[src/rtl/core/apsp_pkg.sv]
// ----------------------------------------------------------------------------
// apsp_pkg
// Shared widths, operation codes and types of the all-pairs shortest path block.
// ----------------------------------------------------------------------------
package apsp_pkg;

    localparam int OP_W     = 2;
    localparam int IDX_W    = 6;
    localparam int DIST_W   = 32;
    localparam int VC_W     = 7;

    localparam int MAX_VERTICES_DEF = 64;

    localparam logic [VC_W-1:0]   VC_RESET    = 7'd64;
    localparam logic [DIST_W-1:0] UNREACHABLE = 32'd99999;

    localparam logic [OP_W-1:0] OP_WRITE   = 2'd0;
    localparam logic [OP_W-1:0] OP_COMPUTE = 2'd1;
    localparam logic [OP_W-1:0] OP_READ    = 2'd2;
    localparam logic [OP_W-1:0] OP_CLEAR   = 2'd3;

    localparam logic KIND_DONE = 1'b0;
    localparam logic KIND_READ = 1'b1;

    // Control of the pivot-row chain: shift every cell by one place and
    // feed the given word in at the tail.
    typedef struct packed {
        logic              shift;
        logic [DIST_W-1:0] tail_data;
    } chain_ctrl_t;

endpackage

[src/rtl/core/apsp_cell.sv]
// ----------------------------------------------------------------------------
// apsp_cell
// One place of the pivot-row chain; holds one distance word.
// ----------------------------------------------------------------------------
module apsp_cell import apsp_pkg::*;
(
    input  logic              clk,
    input  chain_ctrl_t       ctrl,
    input  logic              is_tail,
    input  logic [DIST_W-1:0] from_next,
    output logic [DIST_W-1:0] value
);

    logic [DIST_W-1:0] value_reg;
    logic [DIST_W-1:0] value_next;

    // The tail cell takes the fed word, every other cell takes its neighbor's.
    always_comb
    begin
        value_next = value_reg;
        if (ctrl.shift)
        begin
            value_next = is_tail ? ctrl.tail_data : from_next;
        end
    end

    always_ff @(posedge clk)
    begin
        value_reg <= value_next;
    end

    assign value = value_reg;

endmodule

[config.mk]
export PLATFORM = sky130hd
export DESIGN_NAME = apsp_cell
export DESIGN_NICKNAME = d
export VERILOG_FILES = /design/src/rtl/core/apsp_pkg.sv /design/src/rtl/core/apsp_cell.sv
export SDC_FILE = /design/constraint.sdc
export NUM_CORES = 1
export LEC_CHECK = 0
export ABC_AREA = 0
export BUFFER_PORTS_ARGS = -buffer_cell sky130_fd_sc_hd__buf_2
export CORE_MARGIN = 10
export CORE_UTILIZATION = 37
export CTS_CLUSTER_SIZE = 30
export DETAILED_ROUTE_END_ITERATION = 7
export PLACE_DENSITY_LB_ADDON = 0.05
export SLEW_MARGIN = 20
export SYNTH_ARGS = -nofsm -noshare
export SYNTH_HDL_FRONTEND = slang
export SYNTH_SLANG_ARGS = --single-unit
[constraint.sdc]
create_clock -name clk -period 1.1 [get_ports clk]
set_clock_uncertainty 0.15 [all_clocks]
set_input_delay 0.165 -clock clk [delete_from_list [all_inputs] [get_ports clk]]
set_output_delay 0.165 -clock clk [all_outputs]
set_load 0.005 [all_outputs]
## Word level (Yosys, flattened, before mapping)

Index checks and enable logic that the tools add are counted.

| storage, ports and cells | value |
|---|---|
| register bits after elaboration | 32 |
| output and inout port bits | 32 |

| cells by class | value |
|---|---|
| muxes and demuxes | 1 |

Operators with widths:

| cell | number |
|---|---|
| 32-bit 2-to-1 mux | 1 |

## Longest topological paths before layout

| logic depth | value |
|---|---|
| depth in word-level cells | 1 |
| mapped depth | 3 |
| gate-level depth less buffers | 1 |

## Worst setup path after synthesis

No wires, ideal clock.

| timing | value |
|---|---|
| path kind | input -> register |
| from | input port is_tail |
| to | register value_reg[0] (netlist: value[0]), data pin |
| setup time | 0.260 ns |
| data arrival time | 0.706 ns |
| data required time | 0.690 ns |
| slack | -0.017 ns |
| stages | 3 |
| buffers on the path | 2 |
| cells stage by stage | buf_6 buf_12 mux2_4 |

| on the way | value |
|---|---|
| longest elaborated chain between the ends | 1 |

Ends and longest elaborated chain:

| what | RTL line | text |
|---|---|---|
| start, declared | apsp_cell.sv:9 | `input logic is_tail,` |
| 32-bit 2-to-1 mux | apsp_cell.sv:23 | `value_next = is_tail ? ctrl.tail_data : from_next;` |
| end signal, assigned | apsp_cell.sv:29 | `value_reg <= value_next;` |
| end, declared | apsp_cell.sv:14 | `logic [DIST_W-1:0] value_reg;` |

Every way passes these cells.
A chain may end at the register's enable or synchronous reset.

## Worst setup path after layout

| timing | value |
|---|---|
| from | register value_reg[7] (netlist: value[7]) |
| to | output port value[7] |

RTL lines:

| what | RTL line | text |
|---|---|---|
| end, declared | apsp_cell.sv:11 | `output logic [DIST_W-1:0] value` |

No word-level cell between the ends.

==> results.toml <==
[outcome]
status = "complete, but fails checks"
violations = "negative setup slack"

[final_layout]
final_common_cell = "buf_2"
largest_register_ffs = 32
nFillCells = 352
insertedDiodeCount = 0
drive_gt1_share_pct = 80.5
final_cell_mix = "98 x buf_2, 32 x edfxtp_1, 30 x mux2_4"
syn_to_final_growth_pct = 44.4
regArea_um2 = 961
fin_nets = 240
multi_input_area_um2 = 473

[detailed_routing]
firstDrtPassIters = 3
wl_um = 3810
postRouteAntennaNets = 0
vias_per_cell = 4.38
drc = 0
avgRoutedWirePerCell_um = 17.0
num_vias = 981
drtIter0Drc = 35

[cts]
htree_levels = 2
post_cts_buffers = 0
cts_buffers = 5
cts-root-buf = "clkbuf_8"
cts_sinks = 32
cts.path.max_buffers = 2
hold_buffers = 0
clkSlewWorstSetupHoldPaths_ps = 70
postCtsResizedCells = 0
tritoncts = "yes"

[setup_path]
cp-end-kind = "output port"
path_delay_family = "flip-flops"
cp_max_fo = 1
slowest_stage = "edfxtp_1"
slowest_delay_ps = 380
cp.arrival_ps = 810
critPathRequiredTime_ps = 780
start_kind = "flop"
path_buf_inv = 1
path_class = "flop to output port"
path_cells = "buf_2"

[logic_synthesis]
muxShareOfSynthArea_pct = 31.4
syn_avg_cell_area_um2 = 22.1
yosysWarningCount = 0
yosys.area_share.simple_pct = 0
synth_compound_area_share_pct = 0
synth_top_family_by_area = "multiplexers"
synth_cell_types = 5
synthAdderAreaFrac_pct = 0
syn-num-nets = 135
syn-cell-area_mm2 = 0.00151
ys_seq_elements = 32
ys_seq_area_share_pct = 63.8
synth-xor-area-share_pct = 0
synth_cells = 68

[pwr]
p_seq_share_pct = 48.9
p_leak_nw = 1.04
power_w = 0.00306
power_density_mw_per_mm2 = 1410
ir_worst_vdd_uv = 717
p_int_w = 0.00244
swShare_pct = 20.2
p_sw_w = 0.000619
clockPowerShare_pct = 35.2
p_comb_share_pct = 15.9

[place]
placement.io_buffers = 98
dp_hpwl_um = 3150
gp_congestion = 0.758

[timing]
fin_setup_tns_ps = -31.3
fmax_mhz = 890
setup_ws_ps = -23.5
setup_viol = 3
worst_pin_slew_ps = 146
relSlewSlack_pct = 90.3
post-route-period-util_pct = 102
rsz0062_at_grt = "yes"
fin_crit_ps = 1120
final_hold_viol_count = 0
slew_viol_final = 0

[floorplanning]
die_y_um = 83.8
die_w_um = 83.8
core_mm2 = 0.00397
dieArea_mm2 = 0.00702
rows = 23
num_io_pins = 99
start_util_pct = 37.9

[global_routing]
grt_usage_pct = 10.7
grt_max_degree = 17
antenna_found_initial = 0
grt_pass1_vias = 1091
overflow = 0
grt_pass1_wl_um = 5760

[min_path]
hp-class = "input port to flop"

[run]
max-cap-violations = 0
-- routing by layer --
| layer | track usage, % | part of all wire, % | vias up | wire [um] |
|---|---|---|---|---|
| met5 | 0 | 0 | - | 0 |
| met4 | 4.41 | 2.2 | 0 | 83 |
| met3 | 6.25 | 9.2 | 7 | 350 |
| met2 | 18.1 | 52 | 55 | 1970 |
| met1 | 10.4 | 37 | 444 | 1410 |
| li1 | - | - | 475 | - |
-- cell type report --
| cell class | instances | area share [%] |
|---|---|---|
| repair buffers | 102 | 26.3 |
| flip-flops and latches | 32 | 44.2 |
| well taps | 50 | 2.88 |
| clock inverters | 3 | 1.73 |
| multi-input cells | 32 | 21.8 |
| clock buffers | 5 | 3.17 |
-- final timing paths --
| path | from | to | depth (start not counted) |
|---|---|---|---|
| max | value[7] | value[7] | 1 |
| min | ctrl[5] | value[5] | 2 |
-- cell usage after synthesis --
cell | number | area, um2
edfxtp_1 | 32 | 961
mux2_4 | 30 | 450
buf_12 | 3 | 60.1
mux2_2 | 2 | 22.5
buf_6 | 1 | 11.3
-- cell families after synthesis --
logic type | count (synthesis)
buffers and inverters | 4
flip-flops | 32
multiplexers | 32
-- power groups by stage --
stage                     registers (W)  clock network, W  logic, W
after floorplan                 0.00155                 0  0.000204
after global placement          0.00152                 0  0.000484
after detailed placement        0.00152                 0  0.000497
after CTS                       0.00150           0.00110  0.000499
after global routing            0.00151           0.00117  0.000529
final                           0.00150           0.00108  0.000487
-- per-stage QoR --
stage	area, um2	worst slack (ps)	hold WS (ps)	std cells	util (%)
2_1_floorplan	1510	-9.60	127	68	-
3_3_place_gp	2070	-143	314	216	52.0
3_5_place_dp	2070	-165	318	216	52.0
4_1_cts	2170	-32.9	22.1	224	54.7
5_1_grt	2170	-63.4	16.0	224	54.7
6_report	2170	-23.5	31.9	224	54.7
No activity file was read; power rests on OpenSTA's default activity.
